`config.mk`:
```
export PLATFORM = sky130hd
export DESIGN_NAME = ftc_cfg
export DESIGN_NICKNAME = d
export VERILOG_FILES = /design/src/rtl/ftc_pkg.sv /design/src/rtl/ftc_cfg.sv
export SDC_FILE = /design/constraint.sdc
export NUM_CORES = 2
export LEC_CHECK = 0
export BUFFER_PORTS_ARGS = -buffer_cell sky130_fd_sc_hd__buf_4
export CAP_MARGIN = 20
export CORE_MARGIN = 2
export CORE_UTILIZATION = 30
export DETAILED_ROUTE_END_ITERATION = 8
export HOLD_SLACK_MARGIN = 0.05
export SLEW_MARGIN = 20
export SYNTH_ARGS = -nofsm -noshare
export SYNTH_HDL_FRONTEND = slang
export SYNTH_SLANG_ARGS = --single-unit
```
`constraint.sdc`:
```
create_clock -name clk -period 19.4 [get_ports clk]
set_clock_uncertainty 0.05 [all_clocks]
set_input_delay 0.97 -clock clk [delete_from_list [all_inputs] [get_ports clk]]
set_output_delay 0.97 -clock clk [all_outputs]
set_load 0.02 [all_outputs]
```
`src/rtl/ftc_pkg.sv`:
```
// Shared types and constants of the filmic tone curve unit.
// No dependencies; ftc_cfg, ftc_front and the top level refer to it by scoped names.
package ftc_pkg;

	// coefficient and register port formats
	localparam int COEF_W     = 16;
	localparam int WHITE_W    = 24;
	localparam int CFG_DATA_W = 24;
	localparam int CFG_IDX_W  = 3;

	// register indexes
	localparam logic [CFG_IDX_W-1:0] REG_SHOULDER = 3'd0;
	localparam logic [CFG_IDX_W-1:0] REG_LIN_STR  = 3'd1;
	localparam logic [CFG_IDX_W-1:0] REG_LIN_ANG  = 3'd2;
	localparam logic [CFG_IDX_W-1:0] REG_TOE_STR  = 3'd3;
	localparam logic [CFG_IDX_W-1:0] REG_TOE_NUM  = 3'd4;
	localparam logic [CFG_IDX_W-1:0] REG_TOE_DEN  = 3'd5;
	localparam logic [CFG_IDX_W-1:0] REG_WHITE    = 3'd6;

	// register reset values
	localparam logic [COEF_W-1:0]  A_RST     = 16'd614;
	localparam logic [COEF_W-1:0]  B_RST     = 16'd2048;
	localparam logic [COEF_W-1:0]  C_RST     = 16'd410;
	localparam logic [COEF_W-1:0]  D_RST     = 16'd819;
	localparam logic [COEF_W-1:0]  E_RST     = 16'd82;
	localparam logic [COEF_W-1:0]  F_RST     = 16'd1229;
	localparam logic [WHITE_W-1:0] WHITE_RST = 24'd734003;

	// numerator / denominator and ratio formats
	localparam int PQ_W       = 64;
	localparam int RATIO_FRAC = 24;
	localparam int RATIO_B    = 56;
	localparam int SPLIT      = RATIO_B - RATIO_FRAC;
	localparam int OFS_W      = COEF_W + RATIO_FRAC;
	localparam int F_W        = RATIO_B + 2;
	localparam int MAG_W      = F_W - 1;
	localparam int LANES      = 4;
	localparam int PROD_W     = 2 * COEF_W;

	typedef logic [PQ_W-1:0]  pq_t;
	typedef logic [F_W-1:0]   fval_t;
	typedef logic [MAG_W-1:0] mag_t;

	// coefficients and derived constants seen by the datapath
	typedef struct packed {
		logic [COEF_W-1:0] a;
		logic [COEF_W-1:0] b;
		logic [COEF_W-1:0] c;
		logic [COEF_W-1:0] d;
		logic [COEF_W-1:0] e;
		logic [COEF_W-1:0] f;
		logic [PROD_W-1:0] cb;
		logic [PROD_W-1:0] de;
		logic [PROD_W-1:0] df;
		logic [OFS_W-1:0]  ofs;
		logic              f_zero;
	} coef_t;

endpackage

```
`src/rtl/ftc_cfg.sv`:
```
// Configuration registers, coefficient products and the E/F offset divider.
// Depends on ftc_pkg.
module ftc_cfg #(
	parameter int IN_W = 24
) (
	input  logic                                clk,
	input  logic                                arst_n,
	input  logic                                cfg_valid,
	input  logic [ftc_pkg::CFG_IDX_W-1:0]       cfg_index,
	input  logic [ftc_pkg::CFG_DATA_W-1:0]      cfg_data,
	output ftc_pkg::coef_t                      coef,
	output logic [IN_W-1:0]                     white
);

	typedef logic [IN_W-1:0] white_t;
	localparam int CNT_W = $clog2(ftc_pkg::OFS_W);
	localparam logic [CNT_W-1:0] CNT_LAST = CNT_W'(ftc_pkg::OFS_W - 1);

	logic [ftc_pkg::COEF_W-1:0] a_q, b_q, c_q, d_q, e_q, f_q;
	white_t                     white_q;
	logic [ftc_pkg::PROD_W-1:0] cb_q, de_q, df_q;
	logic                       start_q, busy_q;
	logic [CNT_W-1:0]           cnt_q;
	logic [ftc_pkg::COEF_W-1:0] rem_q;
	logic [ftc_pkg::OFS_W-1:0]  num_q, quo_q, ofs_q;
	logic [ftc_pkg::COEF_W:0]   part, diff;
	logic                       ge;

	// register writes and divider control
	always_ff @(posedge clk or negedge arst_n) begin
		if (!arst_n) begin
			a_q     <= ftc_pkg::A_RST;
			b_q     <= ftc_pkg::B_RST;
			c_q     <= ftc_pkg::C_RST;
			d_q     <= ftc_pkg::D_RST;
			e_q     <= ftc_pkg::E_RST;
			f_q     <= ftc_pkg::F_RST;
			white_q <= white_t'(ftc_pkg::WHITE_RST);
			start_q <= 1'b1;
			busy_q  <= 1'b0;
			cnt_q   <= '0;
		end else begin
			if (cfg_valid) begin
				unique case (cfg_index)
					ftc_pkg::REG_SHOULDER: a_q <= cfg_data[ftc_pkg::COEF_W-1:0];
					ftc_pkg::REG_LIN_STR:  b_q <= cfg_data[ftc_pkg::COEF_W-1:0];
					ftc_pkg::REG_LIN_ANG:  c_q <= cfg_data[ftc_pkg::COEF_W-1:0];
					ftc_pkg::REG_TOE_STR:  d_q <= cfg_data[ftc_pkg::COEF_W-1:0];
					ftc_pkg::REG_TOE_NUM:  e_q <= cfg_data[ftc_pkg::COEF_W-1:0];
					ftc_pkg::REG_TOE_DEN:  f_q <= cfg_data[ftc_pkg::COEF_W-1:0];
					ftc_pkg::REG_WHITE:    white_q <= white_t'(cfg_data);
					default: begin
					end
				endcase
			end
			// any write restarts the offset division
			if (cfg_valid) begin
				start_q <= 1'b1;
			end else if (start_q) begin
				start_q <= 1'b0;
			end
			if (start_q) begin
				busy_q <= 1'b1;
				cnt_q  <= '0;
			end else if (busy_q) begin
				cnt_q <= cnt_q + 1'b1;
				if (cnt_q == CNT_LAST) begin
					busy_q <= 1'b0;
				end
			end
		end
	end

	// one offset quotient bit per cycle: (E << 24) / F
	assign part = {rem_q, num_q[ftc_pkg::OFS_W-1]};
	assign ge   = part >= {1'b0, f_q};
	assign diff = part - {1'b0, f_q};

	always_ff @(posedge clk) begin
		cb_q <= c_q * b_q;
		de_q <= d_q * e_q;
		df_q <= d_q * f_q;
		if (start_q) begin
			num_q <= {e_q, {ftc_pkg::RATIO_FRAC{1'b0}}};
			rem_q <= '0;
			quo_q <= '0;
		end else if (busy_q) begin
			num_q <= num_q << 1;
			rem_q <= ge ? diff[ftc_pkg::COEF_W-1:0] : part[ftc_pkg::COEF_W-1:0];
			quo_q <= {quo_q[ftc_pkg::OFS_W-2:0], ge};
			if (cnt_q == CNT_LAST) begin
				ofs_q <= {quo_q[ftc_pkg::OFS_W-2:0], ge};
			end
		end
	end

	always_comb begin
		coef.a      = a_q;
		coef.b      = b_q;
		coef.c      = c_q;
		coef.d      = d_q;
		coef.e      = e_q;
		coef.f      = f_q;
		coef.cb     = cb_q;
		coef.de     = de_q;
		coef.df     = df_q;
		coef.ofs    = ofs_q;
		coef.f_zero = (f_q == '0);
	end

	assign white = white_q;

endmodule

```
==> key figures <==
Worst setup path
  – Worst path buffer plus inverter count: 3
  – CP cell instances: nand2_1 > fa_1 > fa_1 > fa_1 > inv_1 > fa_1 > fa_1 > inv_1 > fa_1 > inv_1 > ha_1 > a211oi_1 > o31ai_1 > a21oi_1 > o31ai_4 > a221oi_2 > o21a_1 > o211a_1 > o41ai_2 > xnor2_1
  – Cell mode on critical path: fa_1
  – CP Class: flip-flop to flip-flop
  – Crit. End Element: flip-flop
  – Cell family with most CP delay: adder cells
  – CP Data Arrival Time: 7260 ps
  – CP Data Required Time: 19,870 ps
  – Worst path slowest cell: dfstp_2
  – Crit-path max FO: 34
  – Startpoint types: flip-flop
  – Crit-path max cell delay: 1110 ps

Routing
  – Final ANT Viol Nets: 0
  – DR vias/cell: 4.66
  – Vias: 26.2k
  – Initial detailed-routing violation count: 1,397
  – 1st-pass router iterations: 5
  – Average wire per standard cell: 17.8 um
  – Drt total wl: 99,900 um
  – Residual DRC count: 0

Die
  – Die height: 355 um
  – Std-Cell Rows: 128
  – Die W: 355 um
  – DIE AREA: 126,000 sq um
  – Starting density of the core: 30.3%
  – Core area: 122,000 sq um
  – Num ports: 287

Timing
  – Fmax achieved: 0.147 GHz
  – Max Transition Viols Final: 0
  – Max_slew headroom: 31.3%
  – Min Tclk post-route: 6800 ps
  – RSZ-0062 raised after global routing: no
  – Setup ws final: 12,600 ps
  – Post-route setup TNS: 0 ps
  – Fin. Hold Viols: 0
  – Endpoints failing setup: 0
  – Final critical-path share of the clock period: 35.0%
  – Tightest Pin Transition: 1020 ps

Synthesis
  – Synth cell types: 71
  – Synth warn: 0
  – Post-synthesis cell count: 3,752
  – Synthesized net count: 4,694
  – Synth top area cells: fa_1, ha_1, dfxtp_1
  – Average size of a mapped cell: 9.88 sq um
  – Post-synth top area cell: fa_1
  – Prevailing post-synth register cell: dfxtp_1
  – Sequential-to-total area share from yosys stat: 21.5%
  – Most frequent cell after synthesis: inv_1
  – Post-synth ARST share: 38.2%
  – EDFF count, synth: 56
  – Yosys top cell area share: 31.5%
  – Commonest cells post-synth: inv_1, fa_1, nand2_1, and2_1, ha_1
  – Post-Syn Area: 37,100 sq um
  – FF+latch count, synth: 335

Global routing
  – Met2 GRT Util: 26.6%
  – Met3 Usage GRT: 3.32%
  – GRT Total Usage: 16.1%
  – Vias in the first global route: 27.5k
  – Grt met1 use: 21.4%
  – GRT overflow: 0
  – Busiest grt layer: met2
  – First-pass GRT wire length: 159,000 um
  – Largest net degree at the start of global routing: 84
  – Initial antenna violation count: 8

Finish
  – Final nets: 4,892
  – Final Util: 34.7%
  – Area growth from synthesis to layout: 14.5%
  – Share of cells above drive strength 1: 14.9%
  – Fillers: 12.5k

Placement
  – DPL Wire Length: 72,800 um
  – I/O Buffers: 286
  – RD Place Congestion: 0.803
  – Pre-CTS WS: 12,590 ps

Clock network
  – Post-CTS Setup Inserts: 0
  – Htree depth: 2
  – Resize count post-CTS: 0
  – Bufs on Longest Clock Path: 3
  – # clock sinks: 335
  – Hold Buf Count CTS: 0
  – Clock Latency Late Sink: 650 ps
  – Clock-pin transition on the worst setup and hold timing paths: 60 ps
  – Clock buffer count from CTS: 44
  – CTS Root Cell: clkbuf_16
  – CTS tree: done

Outcome
  – Status: complete, no violations

Hold path
  – Hold/Removal Path Class: primary input to async pin

Flow run
  – Max Cap Viol: 0
[cell type report]
| type | instances | area (sq um) | area share, % |
|---|---|---|---|
| well taps | 1625 | 2030 | 4.79 |
| repair buffers | 319 | 2400 | 5.66 |
| clock buffers | 58 | 1240 | 2.91 |
| clock inverters | 24 | 315 | 0.743 |
| multi-input cells | 2503 | 25700 | 60.5 |
| diodes | 2 | 5.00 | 0.0118 |
| flip-flops and latches | 335 | 7960 | 18.8 |
| inverters | 747 | 2800 | 6.61 |
[registers in the layout (all words and copies together) (netlist names)]
register / flops
cb_q: 32
busy_q: 1
c_q: 16
ofs_q: 40
b_q: 16
f_q: 16
df_q: 32
d_q: 16
white: 24
start_q: 1
num_q: 16
quo_q: 39
a_q: 16
de_q: 32
cnt_q: 6
rem_q: 16
e_q: 16
[final timing paths]
kind | startpoint | endpoint | slack (ps) | depth (start not counted)
max | d_q[8]$_DFFE_PN1P_ | de_q[31]$_DFF_P_ | 12600 | 20
min | arst_n | white[23]$_DFFE_PN0P_ | 310 | 1
max reg2reg | d_q[8]$_DFFE_PN1P_ | de_q[31]$_DFF_P_ | 12600 | 20
min reg2reg | quo_q[38]$_SDFFE_PP0P_ | ofs_q[39]$_DFFE_PP_ | 400 | 0
max in group asynchronous | arst_n | busy_q$_DFF_PN0_ | 17670 | 2
min in group clk | quo_q[38]$_SDFFE_PP0P_ | ofs_q[39]$_DFFE_PP_ | 400 | 0
[placed cells by master, fill, tap and decap left out, types with 7 or more instances in the layout]
cell,Yosys,routed
o21bai_1,18,18
o21ai_0,34,34
clkbuf_1,160,8
xnor2_1,66,66
o21a_1,16,16
a31oi_1,13,13
nand3_1,19,19
mux2_2,135,135
dfrtp_1,90,87
and2_1,370,369
xor2_1,29,29
nand4_1,11,11
buf_4,0,317
and3_1,9,9
nor2b_1,8,8
nand2b_1,9,9
nor2_1,103,103
nor3_1,15,13
edfxtp_1,56,56
dfxtp_1,151,151
dfstp_2,38,38
a211oi_1,17,17
fa_1,583,583
mux2i_1,47,47
a21o_1,56,56
clkbuf_16,0,46
ha_1,329,329
inv_1,746,746
clkinv_2,0,7
nand2_1,448,448
a21oi_1,77,77
[through the flow]
step           hold slack [ps]  instance area (sq um)  std cells
5_1_grt                    340                  42400       5611
3_5_place_dp               384                  40900       5528
4_1_cts                    297                  42400       5610
2_1_floorplan              358                  37100       3752
6_report                   308                  42400       5613
3_3_place_gp               370                  40900       5528
[worst reg2reg max path: stages, from the launching register on]
cell	delay, ps
dfstp_2	1110
nand2_1	170
fa_1	510
fa_1	460
fa_1	560
inv_1	60
fa_1	480
fa_1	490
inv_1	50
fa_1	470
inv_1	50
ha_1	360
a211oi_1	230
o31ai_1	110
a21oi_1	220
o31ai_4	130
a221oi_2	430
o21a_1	250
o211a_1	250
o41ai_2	110
xnor2_1	140
[cell families (layout without fill, tap and decap cells)]
family | after synthesis | count (layout) | share of synthesized area (%)
AND/OR/NAND/NOR | 1023 | 1023 | 13.6
XOR/XNOR | 95 | 95 | 2.25
multiplexers | 182 | 182 | 5.37
adder cells (fa/ha/maj) | 912 | 912 | 42.6
flip-flops | 335 | 335 | 21.5
AO/OA/AOI/OAI | 291 | 291 | 5.45
buffers and inverters | 914 | 1148 | 9.28
other | 0 | 2 | 0
[routing by layer]
| metal | vias up | wire, um | share of wire, % |
|---|---|---|---|
| li1 | 11900 | - | - |
| met1 | 13400 | 43600 | 44 |
| met4 | 6 | 2480 | 2.5 |
| met5 | - | 35 | 0.035 |
| met3 | 139 | 6390 | 6.4 |
| met2 | 677 | 47400 | 47 |
Power is not shown: default switching activity piles up to over one toggle a cycle in this logic, so the estimate is an artifact.
